--- src/brfbp_pkg.sv ---
// Shared types and operation codes for the byte ring FIFO with bit packer.
package brfbp_pkg;

    localparam int LANES  = 8;
    localparam int FREE_W = 14;

    typedef enum logic [2:0] {
        OP_PUSH8    = 3'd0,
        OP_PUSH16   = 3'd1,
        OP_PUSH64   = 3'd2,
        OP_PUSH_BIT = 3'd3,
        OP_FLUSH    = 3'd4,
        OP_POP      = 3'd5,
        OP_CLEAR    = 3'd6
    } op_t;

    typedef struct packed {
        logic [2:0]  operation;
        logic [63:0] data;
    } in_beat_t;

    typedef struct packed {
        logic [7:0]        read_byte;
        logic [FREE_W-1:0] free_space;
        logic              data_available;
        logic              overrun;
        logic              underrun;
    } out_beat_t;

    typedef struct packed {
        logic [FREE_W-1:0] free_space;
        logic              data_available;
        logic              overrun;
        logic              underrun;
    } status_t;

endpackage

--- src/brfbp_ptr.sv ---
// Pointer, full/empty flag and bit packer state; per-beat status computation.
module brfbp_ptr #(
    parameter int DEPTH = 8192
) (
    input  logic                     aclk,
    input  logic                     aresetn,
    input  logic                     accept,
    input  logic [2:0]               op,
    input  logic                     bit_in,
    output logic [$clog2(DEPTH)-1:0] wr_ptr,
    output logic [$clog2(DEPTH)-1:0] rd_ptr,
    output logic [3:0]               push_cnt,
    output logic                     use_cache,
    output logic [7:0]               cache_byte,
    output logic                     pop,
    output brfbp_pkg::status_t       status
);

    localparam int PTR_W = $clog2(DEPTH);
    localparam int CNT_W = $clog2(DEPTH + 1);

    logic [PTR_W-1:0] wr_ptr_reg, wr_ptr_next;
    logic [PTR_W-1:0] rd_ptr_reg, rd_ptr_next;
    logic             lww_reg, lww_next;
    logic [7:0]       cache_reg, cache_next;
    logic [2:0]       pos_reg, pos_next;

    logic [7:0]       packed_byte;
    logic             clr;
    logic [CNT_W-1:0] free_cur, free_after;
    logic [PTR_W:0]   wr_sum, rd_sum;

    function automatic logic [CNT_W-1:0] free_of(input logic [PTR_W-1:0] w,
                                                 input logic [PTR_W-1:0] r,
                                                 input logic             l);
        logic [CNT_W-1:0] f;
        if (r > w) begin
            f = CNT_W'(r) - CNT_W'(w);
        end else if (r < w) begin
            f = CNT_W'(DEPTH) - (CNT_W'(w) - CNT_W'(r));
        end else begin
            f = l ? '0 : CNT_W'(DEPTH);
        end
        return f;
    endfunction

    always_comb begin
        packed_byte = cache_reg | (8'(bit_in) << pos_reg);
        push_cnt    = 4'd0;
        use_cache   = 1'b0;
        cache_byte  = cache_reg;
        cache_next  = cache_reg;
        pos_next    = pos_reg;
        pop         = 1'b0;
        clr         = 1'b0;
        case (op)
            brfbp_pkg::OP_PUSH8:  push_cnt = 4'd1;
            brfbp_pkg::OP_PUSH16: push_cnt = 4'd2;
            brfbp_pkg::OP_PUSH64: push_cnt = 4'd8;
            brfbp_pkg::OP_PUSH_BIT: begin
                if (pos_reg == 3'd7) begin
                    push_cnt   = 4'd1;
                    use_cache  = 1'b1;
                    cache_byte = packed_byte;
                    cache_next = 8'd0;
                    pos_next   = 3'd0;
                end else begin
                    cache_next = packed_byte;
                    pos_next   = pos_reg + 3'd1;
                end
            end
            brfbp_pkg::OP_FLUSH: begin
                if (pos_reg != 3'd0) begin
                    push_cnt   = 4'd1;
                    use_cache  = 1'b1;
                    cache_next = 8'd0;
                    pos_next   = 3'd0;
                end
            end
            brfbp_pkg::OP_POP:   pop = 1'b1;
            brfbp_pkg::OP_CLEAR: clr = 1'b1;
            default: ;
        endcase
    end

    always_comb begin
        wr_sum = {1'b0, wr_ptr_reg} + (PTR_W+1)'(push_cnt);
        if (wr_sum >= (PTR_W+1)'(DEPTH)) begin
            wr_sum = wr_sum - (PTR_W+1)'(DEPTH);
        end
        rd_sum = {1'b0, rd_ptr_reg} + (PTR_W+1)'(1);
        if (rd_sum >= (PTR_W+1)'(DEPTH)) begin
            rd_sum = rd_sum - (PTR_W+1)'(DEPTH);
        end

        if (clr) begin
            wr_ptr_next = '0;
            rd_ptr_next = '0;
            lww_next    = 1'b0;
        end else begin
            wr_ptr_next = wr_sum[PTR_W-1:0];
            rd_ptr_next = pop ? rd_sum[PTR_W-1:0] : rd_ptr_reg;
            if (pop) begin
                lww_next = 1'b0;
            end else if (push_cnt != 4'd0) begin
                lww_next = 1'b1;
            end else begin
                lww_next = lww_reg;
            end
        end
    end

    assign free_cur   = free_of(wr_ptr_reg, rd_ptr_reg, lww_reg);
    assign free_after = free_of(wr_ptr_next, rd_ptr_next, lww_next);

    always_comb begin
        status.free_space     = brfbp_pkg::FREE_W'(free_after);
        status.data_available = lww_next || (wr_ptr_next != rd_ptr_next);
        status.overrun        = {{(CNT_W-4){1'b0}}, push_cnt} > free_cur;
        status.underrun       = pop && !(lww_reg || (wr_ptr_reg != rd_ptr_reg));
    end

    always_ff @(posedge aclk) begin
        if (!aresetn) begin
            wr_ptr_reg <= '0;
            rd_ptr_reg <= '0;
            lww_reg    <= 1'b0;
            cache_reg  <= 8'd0;
            pos_reg    <= 3'd0;
        end else if (accept) begin
            wr_ptr_reg <= wr_ptr_next;
            rd_ptr_reg <= rd_ptr_next;
            lww_reg    <= lww_next;
            cache_reg  <= cache_next;
            pos_reg    <= pos_next;
        end
    end

    assign wr_ptr = wr_ptr_reg;
    assign rd_ptr = rd_ptr_reg;

endmodule

--- config.mk ---
export PLATFORM = sky130hd
export DESIGN_NAME = brfbp_ptr
export DESIGN_NICKNAME = d
export VERILOG_FILES = /design/src/brfbp_pkg.sv /design/src/brfbp_ptr.sv
export SDC_FILE = /design/constraint.sdc
export NUM_CORES = 1
export LEC_CHECK = 0
export ABC_AREA = 1
export ABC_CLOCK_PERIOD_IN_PS = 4810
export BUFFER_PORTS_ARGS = -buffer_cell sky130_fd_sc_hd__buf_2
export CAP_MARGIN = 20
export CELL_PAD_IN_SITES_DETAIL_PLACEMENT = 0
export CELL_PAD_IN_SITES_GLOBAL_PLACEMENT = 2
export CORE_MARGIN = 5
export CORE_UTILIZATION = 31
export CTS_BUF_LIST = sky130_fd_sc_hd__clkbuf_8
export CTS_CLUSTER_DIAMETER = 50
export CTS_CLUSTER_SIZE = 30
export DETAILED_ROUTE_END_ITERATION = 6
export GPL_ROUTABILITY_DRIVEN = 0
export GPL_TIMING_DRIVEN = 1
export PLACE_DENSITY = 0.85
export SYNTH_ARGS = -nofsm -noshare
export SYNTH_HDL_FRONTEND = slang
export SYNTH_SLANG_ARGS = --single-unit
--- constraint.sdc ---
create_clock -name aclk -period 4.81 [get_ports aclk]
set_input_delay 0.481 -clock aclk [delete_from_list [all_inputs] [get_ports aclk]]
set_output_delay 0.481 -clock aclk [all_outputs]
set_load 0.005 [all_outputs]
# Word-level counts from Yosys, hierarchy flattened
# Index checks and enable logic that the tools add are counted.
dict set report op_classes {
  mux 30
  bitwise_logic 1
  shifts 1
  n_eq_ne 10
  n_reduce_logical 9
  add_sub_neg 11
  magnitude_cmp 7
}
# op count
set op_table {}
lappend op_table {{14-bit two-way mux} 6}
lappend op_table {{13-bit two-way mux} 5}
lappend op_table {{13-bit by 13-bit subtractor with 14-bit output} 4}
lappend op_table {{8-bit two-way mux} 4}
lappend op_table {{14-bit >= comparator (second input constant)} 2}
lappend op_table {{14-bit subtractor (first input constant)} 2}
lappend op_table {{13-bit greater-than comparator} 2}
lappend op_table {{13-bit < comparator} 2}
lappend op_table {{13-bit != test} 2}
lappend op_table {{13-bit by 1-bit subtractor with 13-bit output (second input constant)} 2}
lappend op_table {{4-bit case mux with 5 select lines} 1}
lappend op_table {{8-bit case mux with 2 select lines} 1}
lappend op_table {{13-bit by 1-bit adder with 14-bit output (second input constant)} 1}
lappend op_table {{13-bit by 4-bit adder with 14-bit output} 1}
lappend op_table {{4-bit by 14-bit greater-than comparator with 1-bit output} 1}
lappend op_table {{3-bit equality test (second input constant)} 4}
lappend op_table {{1-bit two-way mux} 9}
lappend op_table {{8-bit bitwise OR} 1}
lappend op_table {{1-bit by 3-bit left shift with 8-bit output} 1}
lappend op_table {{3-bit by 2-bit equality test with 1-bit output (second input constant)} 2}
lappend op_table {{3-bit two-way mux} 2}
lappend op_table {{3-bit case mux with 2 select lines} 1}
lappend op_table {{4-bit nonzero test} 1}
lappend op_table {{3-bit by 1-bit adder with 3-bit output (second input constant)} 1}
lappend op_table {{10 further kinds} 11}
dict set report totals {
  output_inout_bits 57
  word_cells 74
  inputBits 7
  regBits 38
}

# Longest topological paths before layout
# Gate-level depths: netlist of run 1.
dict set report depth {
  word_depth 11
  ltp_mapped 24
  ltp_nobuf 24
}

# Least setup slack after synthesis of run 1
# OpenSTA, ideal clock, no wires.
dict set report synth_path {
  kind {input port to output port}
  startpoint {in op[1]}
  endpoint {out status[14] in the netlist's numbering}
  arrival_time_ns 3.473
  path_buffers 0
  stages 21
  required_ns 4.329
  path_slack_ns 0.856
  cell_sequence {inv_1 -> nor3_2 -> nand2_2 -> nand2_1 -> ha_1 -> fa_1 -> nand2_1 -> o21ai_2 -> nand2_1 -> nor2_1 -> inv_1 -> o21ai_0 -> nand3_1 -> ha_1 -> nand2_1 -> nor2_1 -> inv_1 -> nor4_1 -> inv_1 -> nor2_2 -> nor3b_1}
}
# item line_no
set synth_lines {}
lappend synth_lines {{start: declaration} brfbp_ptr.sv:8} ;# input logic [2:0] op,
lappend synth_lines {{end: declaration} brfbp_ptr.sv:16} ;# output brfbp_pkg::status_t status

==> run summary, run 1 <==
The flow ran to the end, and the final reports show no timing, DRC or antenna violations. The worst register-to-register path has a setup slack of 2330 ps. STA classifies the critical path startpoint as a register. Power spread over the standard cell area amounts to 247 nW/um^2. For the combined global-route utilization of all metal layers, the log shows 0.165. The launching point of the worst reg2reg path is pos_reg[0]. Static timing analysis puts the maximum clock frequency at 221 MHz. The area overhead of the layout relative to synthesis was 19.2%; the relative max-transition margin was 0.427. For the placeable core region, the log shows 13100 um^2. Fill cells in the final layout number 1495. Data on the critical path is required at its endpoint by 4330 ps.

IR analysis of the VDD net gives a maximum drop of 104 uV. CTS saw 38 sinks. In the final routed layout, each cell accounts on average for 14.5 um. The startpoint identified for the worst hold timing path is cache_reg[1].

The tools report the number of maximum-capacitance violations as 0. The net count after synthesis is 739. The tools report the initial standard-cell utilization of the core as 0.314. Walking the worst path, the cells encountered are ha_1 -> ha_2 -> nand2_2 -> nand2_1 -> ha_2 -> fa_1 -> nand2_1 -> o21ai_2 -> nand2_2 -> nor2_4 -> inv_1 -> o21ai_0 -> nand3_1 -> ha_4 -> nand2_1 -> nor2_1 -> nand3_1 -> nand2_2 -> inv_2 -> nor2_2 -> nor3_1 -> buf_2.

The die covers 15700 um^2. The tools report the cell leakage power as 2.54 nW. The sum of overflow across all layers after global routing was 0.

The Yosys step of the flow raised 0 warnings. The run gives 4030 ps as the critical path data arrival time. The routed design has 13.5 mm of wire. For hold timing, the worst endpoint is cache_reg[1]. The slew at the pin with the worst max-slew slack was 860 ps. Number of flops mapped to enable cells by yosys: 0. TritonCTS built the clock tree. The run gives 42 as the number of placement rows. The detail route stage leaves a number of antenna-violating nets equal to 0. The most critical setup path has its startpoint at pos_reg[1]. For the cell count after synthesis, the log shows 692. After layout, the design draws a total of 0.00121 W. After the last flow step, the layout net total stands at 805.

The combined area of all synthesized cells came out at 4120 um^2. The worst hold path belongs to the class reg2reg. Summing all placed instances gives a cell area of 4640 um^2. Detailed routing inserted a total of 4610 vias. The die is 125 um wide. Leaving out fill and tap cells, the most frequent cell in the layout is sky130_fd_sc_hd__nand2_1.

The run gives 0.185 as the fraction of the yosys area taken by sequential cells. The clock-pin slew of the registers on the worst-case setup and hold paths was 80 ps. The family of cells with the greatest summed delay on the critical path was simple AND/OR/NAND/NOR gates. The share of the core filled with cells was 0.374; the via count of the first global-routing pass was 4432. The critical path in this run is classified as reg2out. The setup-violating endpoint count in the final report is 0, and the per-instance average area after synthesis is 5.96 um^2. The most used flip-flop cell after synthesis is sky130_fd_sc_hd__dfxtp_1.

The H-tree was split into 2 levels. The later-pin clock latency in the skew report is 300 ps, and the total CTS buffers is 5. The worst register-to-register path ends at wr_ptr[10].

The fraction of layout instances using a drive strength above 1 was 0.175; the worst-path maximum fanout was 6. The final antenna diode count was 0. The number of cells on the worst reg-to-reg path is 15.

During I/O placement, the number of pins put on the boundary was 64. Sum of net half-perimeters after detailed placement: 10.8 mm. After detailed routing, the number of remaining DRC violations is 0. The synthesis-stage register bit count works out to 38. The buffer levels on the longest clock path is 2. The detailed router finished its first iteration with 292 violations.

Across the routed clock network, the largest skew measured is 6.27 ps. Buffers placed on the I/O ports in this run total 62. The die is 125 um tall. Entering global routing, the biggest net connects 56 pins. Counting instances, the worst hold path has a depth of 2.

The post-route fraction of the period consumed by the critical path was 0.939. The cell sitting at the root of the clock tree is a sky130_fd_sc_hd__clkbuf_8. The run gives 0 as the number of hold buffers added after cts.

The critical path endpoint category is an output pin. The critical path's largest stage delay was 390 ps; the number of detailed-routing iterations run before antenna repair was 4. Counting distinct cell types in the post-synthesis netlist gives 40. For the number of slew-limit violations in the final report, the log shows 0. Using the TritonRoute via totals, the vias-per-cell ratio works out to 4.94. Counting both buffers and inverters, the worst setup path holds a total of 3.

The number of hold-slack violations in the final timing report came out at 0. The logs give 2950 um^2 for the area taken by multi-input logic gates and 0 for the initial antenna violation count. The routed design could run at a clock period as short as 4520 ps. The library cells used most frequently in the layout, excluding fill and tap cells, are sky130_fd_sc_hd__nand2_1 (167), sky130_fd_sc_hd__inv_1 (122), sky130_fd_sc_hd__a21oi_1 (62), sky130_fd_sc_hd__buf_2 (62), sky130_fd_sc_hd__nor2_1 (55).

The footprint of the flip-flops and latches is 764 um^2. Wire length of the first global-routing pass: 21.6 mm. The largest individual stage delay along the critical path comes from the cell sky130_fd_sc_hd__dfxtp_2. The fraction of registers with async set or reset after synthesis was 0.

After routing the design area is 4920 um^2.
through the flow:
step           setup WS [ps]  hold slack (ps)  TNS, ps  cells
2_1_floorplan            856              431        0    692
3_3_place_gp             260              440        0    923
3_5_place_dp             118              458        0    923
4_1_cts                 29.5              469        0    930
5_1_grt                -6.28              486    -6.28    934
6_report                 295              467        0    934
layer usage:
layer,wire [um],GRT usage
met5,0,0
met3,326,0.0175
met4,295,0.0593
met1,6490,0.220
met2,6390,0.276
what timing repair did:
action / in CTS / in global routing
buffers inserted: 0 / 3
cloned: 0 / 1
pin swaps: 0 / 6
endpoints found under the setup margin: 10 / 14
resized for setup: 3 / 28
Yosys cell counts, types with 3 or more instances:
cell type,n,area [um^2]
sky130_fd_sc_hd__nand2_1,170,638
sky130_fd_sc_hd__or2_2,7,43.8
sky130_fd_sc_hd__dfxtp_1,38,761
sky130_fd_sc_hd__nor4_1,4,25.0
sky130_fd_sc_hd__nand3b_1,4,30.0
sky130_fd_sc_hd__o21ai_0,45,225
sky130_fd_sc_hd__ha_1,37,463
sky130_fd_sc_hd__a21oi_1,65,325
sky130_fd_sc_hd__nand3_1,53,265
sky130_fd_sc_hd__xnor2_1,6,52.6
sky130_fd_sc_hd__nor2_4,3,33.8
sky130_fd_sc_hd__o31ai_1,6,45.0
sky130_fd_sc_hd__nand4_1,11,68.8
sky130_fd_sc_hd__nor2_1,57,214
sky130_fd_sc_hd__clkbuf_1,10,37.5
sky130_fd_sc_hd__o21ai_2,7,61.3
sky130_fd_sc_hd__o21bai_1,3,22.5
sky130_fd_sc_hd__inv_1,124,465
sky130_fd_sc_hd__nor3_2,3,30.0
sky130_fd_sc_hd__fa_1,3,60.1
sky130_fd_sc_hd__nor3_1,7,35.0
area by class of cell:
type	instances	area share
Tap cell	176	0.0448
Timing Repair Buffer	72	0.0784
Clock inverter	1	0.00611
Sequential cell	38	0.156
Inverter	128	0.0977
Multi-Input combinational cell	513	0.601
Clock buffer	6	0.0168
kinds of logic after synthesis:
logic type,count (synthesis),share of synthesized area
AO/OA/AOI/OAI,132,0.176
XOR/XNOR,8,0.0170
adder cells (fa/ha/maj),40,0.127
buffers and inverters,142,0.132
flip-flops,38,0.185
other,1,0.000910
AND/OR/NAND/NOR,331,0.363
report_power, final:
part | switching (W) | leakage (nW) | total [W] | internal [W]
Combinational | 0.000356 | 2.17 | 0.000571 | 0.000215
Clock | 0.000118 | 0.0573 | 0.000284 | 0.000166
Sequential | 0.0000277 | 0.313 | 0.000358 | 0.000330
Total | 0.000501 | 2.54 | 0.00121 | 0.000712
worst reg2reg max path, stage by stage (launching register included):
cell and delay (ps):
sky130_fd_sc_hd__dfxtp_2 350, sky130_fd_sc_hd__inv_1 150, sky130_fd_sc_hd__ha_1 170, sky130_fd_sc_hd__nand2_1 70, sky130_fd_sc_hd__o21ai_0 170, sky130_fd_sc_hd__nand2_1 120, sky130_fd_sc_hd__ha_2 200, sky130_fd_sc_hd__fa_1 370
sky130_fd_sc_hd__nand2_1 120, sky130_fd_sc_hd__o21ai_2 80, sky130_fd_sc_hd__nand2_2 90, sky130_fd_sc_hd__nor2_4 50, sky130_fd_sc_hd__inv_1 90, sky130_fd_sc_hd__o21ai_0 80, sky130_fd_sc_hd__nand3_1 160, sky130_fd_sc_hd__a21oi_1 90
worst max path at each step:
stage | to | slack [ps] | depth (start not counted)
after floorplan | status[14] | 860 | 21
after detailed placement | status[14] | 120 | 23
final | status[12] | 290 | 22
after CTS | status[14] | 30 | 21
after global routing | status[16] | -6 | 23
after global placement | status[13] | 260 | 23
(Power assumes the default switching activity.)
==> inputs of run 2 (changes only) <==
--- a/config.mk
+++ b/config.mk
@@ -5,14 +5,13 @@
 export SDC_FILE = /design/constraint.sdc
 export NUM_CORES = 1
 export LEC_CHECK = 0
-export ABC_AREA = 1
 export ABC_CLOCK_PERIOD_IN_PS = 4810
 export BUFFER_PORTS_ARGS = -buffer_cell sky130_fd_sc_hd__buf_2
 export CAP_MARGIN = 20
 export CELL_PAD_IN_SITES_DETAIL_PLACEMENT = 0
 export CELL_PAD_IN_SITES_GLOBAL_PLACEMENT = 2
 export CORE_MARGIN = 5
-export CORE_UTILIZATION = 31
+export CORE_UTILIZATION = 34
 export CTS_BUF_LIST = sky130_fd_sc_hd__clkbuf_8
 export CTS_CLUSTER_DIAMETER = 50
 export CTS_CLUSTER_SIZE = 30
==> run summary, run 2 <==
The run finished with clean final reports. For this run, the number of Yosys warnings is 0. The count of clock tree sinks was 38; the number of slew-limit violations in the final report was 0. The fraction of layout instances using a drive strength above 1 is 0.312, and the initial antenna violation count is 0. The HPWL after detailed placement is 8.49 mm. The full die area was 13200 um^2; the combined global-route utilization of all metal layers was 0.164.

The met3 usage in global routing is 0.0326, and the count of placed standard cells including taps is 703. The routed design could run at a clock period as short as 4780 ps. The synthesis-stage register bit count came out at 38.

The count of antenna-violating nets left after detailed routing was 0. The tree is rooted in a sky130_fd_sc_hd__clkbuf_8. The number of flops mapped to enable cells by yosys came out at 0. TritonCTS built the clock tree.

Power spread over the standard cell area amounts to 174 nW/um^2. The tools report the via count of the first global-routing pass as 3626. The logs give 2 for the buffer levels on the longest clock path and 3750 um^2 for the combined area of all synthesized cells. The cell leakage power was 2.28 nW; the wire length per cell after detailed routing was 15.0 um. After floorplanning, the core was divided into 38 placement rows. The met1 usage is 0.219. In the synthesized netlist the dominant register cell turns out to be sky130_fd_sc_hd__dfxtp_1.

The count of non-filler cells in the finished layout came out at 721. Die extent in x: 115 um. The detailed router finished its first iteration with 180 violations.

The logs give 17.6 mm for the wire length of the first global-routing pass and 0 for the sum of overflow across all layers after global routing. The tools report the relative max-transition margin as 0.322. The floorplan step defined a core boundary enclosing 10800 um^2. VDD sags by at most 92.2 uV. The number of detailed-routing iterations run before antenna repair was 4; the tightest hold margin was 478 ps. In this run the number of H-tree levels came out at 2. On the final layout, the worst clock skew is 6.70 ps.

For this block, the routed nets add up to 10.8 mm of wire. Across all layers, the routed design uses 3679 vias. The height of the die works out to 115 um. Data arrives at the worst endpoint at 4300 ps. The tools report the fraction of the yosys area taken by sequential cells as 0.203.

The post-route fraction of the period consumed by the critical path is 0.993, and the number of port buffers is 62. The area overhead of the layout relative to synthesis is 29.4%, and the per-instance average area after synthesis is 7.75 um^2. The net count of the finished layout is 627. The required time of the critical path was 4330 ps. The highest clock frequency the design can meet was 209 MHz; the count of pins on the block boundary was 64. The total CTS buffers was 5; the number of hold-slack violations in the final timing report was 0. The worst-path maximum fanout works out to 7. The number of antenna diodes in the final layout is 0.

The run gives 531 as the net count after synthesis. By instance count, the leading cell after synthesis is sky130_fd_sc_hd__nor2_1. The path class of the tightest hold or removal check is reg2reg.

After clock tree synthesis, the clock-pin slew on the worst setup and hold paths is 90 ps. Cell count after synthesis: 484. By area the synthesized netlist is led by sky130_fd_sc_hd__dfxtp_1 (20%), sky130_fd_sc_hd__ha_1 (12%), sky130_fd_sc_hd__nor2_1 (7.2%). For the number of remaining DRC errors, the log shows 0. The library cells used most frequently in the layout, excluding fill and tap cells, are sky130_fd_sc_hd__nor2_1 (71), sky130_fd_sc_hd__buf_2 (62), sky130_fd_sc_hd__nand2_1 (43), sky130_fd_sc_hd__buf_4 (42), sky130_fd_sc_hd__dfxtp_1 (36). Using the TritonRoute via totals, the vias-per-cell ratio works out to 5.10. Setup repair after global routing could not meet its margin everywhere.

Area share of the largest cell type after synthesis: 0.203. Slew at the pin with the worst max-slew slack: 1020 ps. At the later pin of the worst-skew pair, clock insertion delay measures 300 ps. Startpoint type of the worst setup path: a register. The worst setup path is of the reg2out kind.

After detailed placement, the total cell area comes to 4450 um^2. In the synthesized netlist, the cells that appear most often are sky130_fd_sc_hd__nor2_1 (72), sky130_fd_sc_hd__nand2_1 (45), sky130_fd_sc_hd__dfxtp_1 (38). Most frequent standard cell in the layout excluding fill and tap cells: sky130_fd_sc_hd__nor2_1. The logs give 64 for the number of distinct library cells after synthesis and 0.346 for the initial standard-cell utilization of the core. Entering global routing, the biggest net connects 37 pins.

The cell area after layout was 4850 um^2; the fraction of met2 tracks used by global routing was 0.270. The run gives 0 as the number of maximum-capacitance violations. The worst setup path is captured at an output pin. The fraction of registers with async set or reset after synthesis came out at 0. The cell accounting for the most synthesized area was sky130_fd_sc_hd__dfxtp_1.

The setup-violating endpoint count in the final report was 0. met2 is the most crowded layer.
==> run 2: changes by cell type in the layout (fill, tap and decap cells not counted), moves of 19 or more <==
cell | before | now
sky130_fd_sc_hd__buf_4 | 10 | 42
sky130_fd_sc_hd__a21o_1 | 1 | 20
sky130_fd_sc_hd__inv_1 | 122 | 28
sky130_fd_sc_hd__o21ai_0 | 43 | 8
sky130_fd_sc_hd__nand2_1 | 167 | 43
sky130_fd_sc_hd__a21oi_1 | 62 | 22
sky130_fd_sc_hd__nand3_1 | 53 | 13
==> run 2: stage by stage <==
step / setup slack, ps / utilization / power [W] / TNS (ps)
final: 31.4 / 0.447 / 0.000846 / 0
after global routing: -139 / 0.447 / 0.000898 / -1190
after CTS: -75.5 / 0.432 / 0.000852 / -369
after detailed placement: -69.4 / 0.411 / 0.000599 / -220
after global placement: -27.1 / 0.411 / 0.000597 / -46.7
after floorplan: 62.5 / - / 0.000504 / 0
==> run 2: final timing paths <==
kind | startpoint | to | slack [ps] | depth (start not counted)
worst max-delay path | pos_reg[0] | status[6] | 30 | 20
worst min-delay path | cache_reg[1] | cache_reg[1] | 480 | 2
worst max register to register | pos_reg[0] | wr_ptr[6] | 2030 | 15
worst min register to register | cache_reg[1] | cache_reg[1] | 480 | 2
==> run 2: logic make-up (layout without fill, tap and decap cells) <==
kind of cell / after synthesis / after routing / share of synthesized area
AND/OR/NAND/NOR: 201 / 201 / 0.269
AO/OA/AOI/OAI: 93 / 93 / 0.177
buffers and inverters: 48 / 145 / 0.0521
adder cells (fa/ha/maj): 40 / 40 / 0.140
XOR/XNOR: 40 / 40 / 0.0935
flip-flops: 38 / 38 / 0.203
multiplexers: 23 / 23 / 0.0648
other: 1 / 1 / 0.00100
==> run 2: timing repair <==
action / CTS / global route
pin swaps: 16 / 17
hold buffers: 0 / 0
setup buffers: 7 / 4
endpoints found under the setup margin: 13 / 13
gates cloned: 0 / 0
resized for setup: 19 / 24
==> run 2: worst max-delay path, stage by stage, from the launching register on <==
cell                       delay, ps
sky130_fd_sc_hd__dfxtp_2         340
sky130_fd_sc_hd__inv_2            70
sky130_fd_sc_hd__ha_4            140
sky130_fd_sc_hd__nand2b_4         50
sky130_fd_sc_hd__and2_4          150
sky130_fd_sc_hd__nand2b_4        130
sky130_fd_sc_hd__or2_4           260
sky130_fd_sc_hd__ha_4            160
sky130_fd_sc_hd__fa_2            370
sky130_fd_sc_hd__a31oi_4         230
sky130_fd_sc_hd__buf_6           140
sky130_fd_sc_hd__xnor2_1         140
sky130_fd_sc_hd__nand2_1          80
sky130_fd_sc_hd__ha_1            270
sky130_fd_sc_hd__a21oi_4         230
sky130_fd_sc_hd__o221ai_4        130
sky130_fd_sc_hd__or3_4           380
sky130_fd_sc_hd__o2111a_2        300
sky130_fd_sc_hd__buf_12          140
sky130_fd_sc_hd__nor3_4          130
sky130_fd_sc_hd__buf_2           120
==> run 2: final cells by class <==
cell class                      instances  area (um^2)
Clock inverter                          2         12.5
Timing Repair Buffer                  106          657
Tap cell                              140          175
Inverter                               31          119
Sequential cell                        38          763
Multi-Input combinational cell        398         3040
Fill cell                            1152         5990
Clock buffer                            6         82.6
==> run 2: where the power goes <==
part	internal (W)	leakage (nW)	switching, W	total (W)
logic	0.000139	1.93	0.000139	0.000278
registers	0.000317	0.308	0.00000410	0.000321
clock network	0.000116	0.0472	0.000131	0.000247
==> run 2: routing by layer <==
layer	vias to the layer above	share of wire
li1	1881	-
met1	1704	0.47
met2	77	0.46
met3	17	0.048
met4	0	0.023
met5	-	0
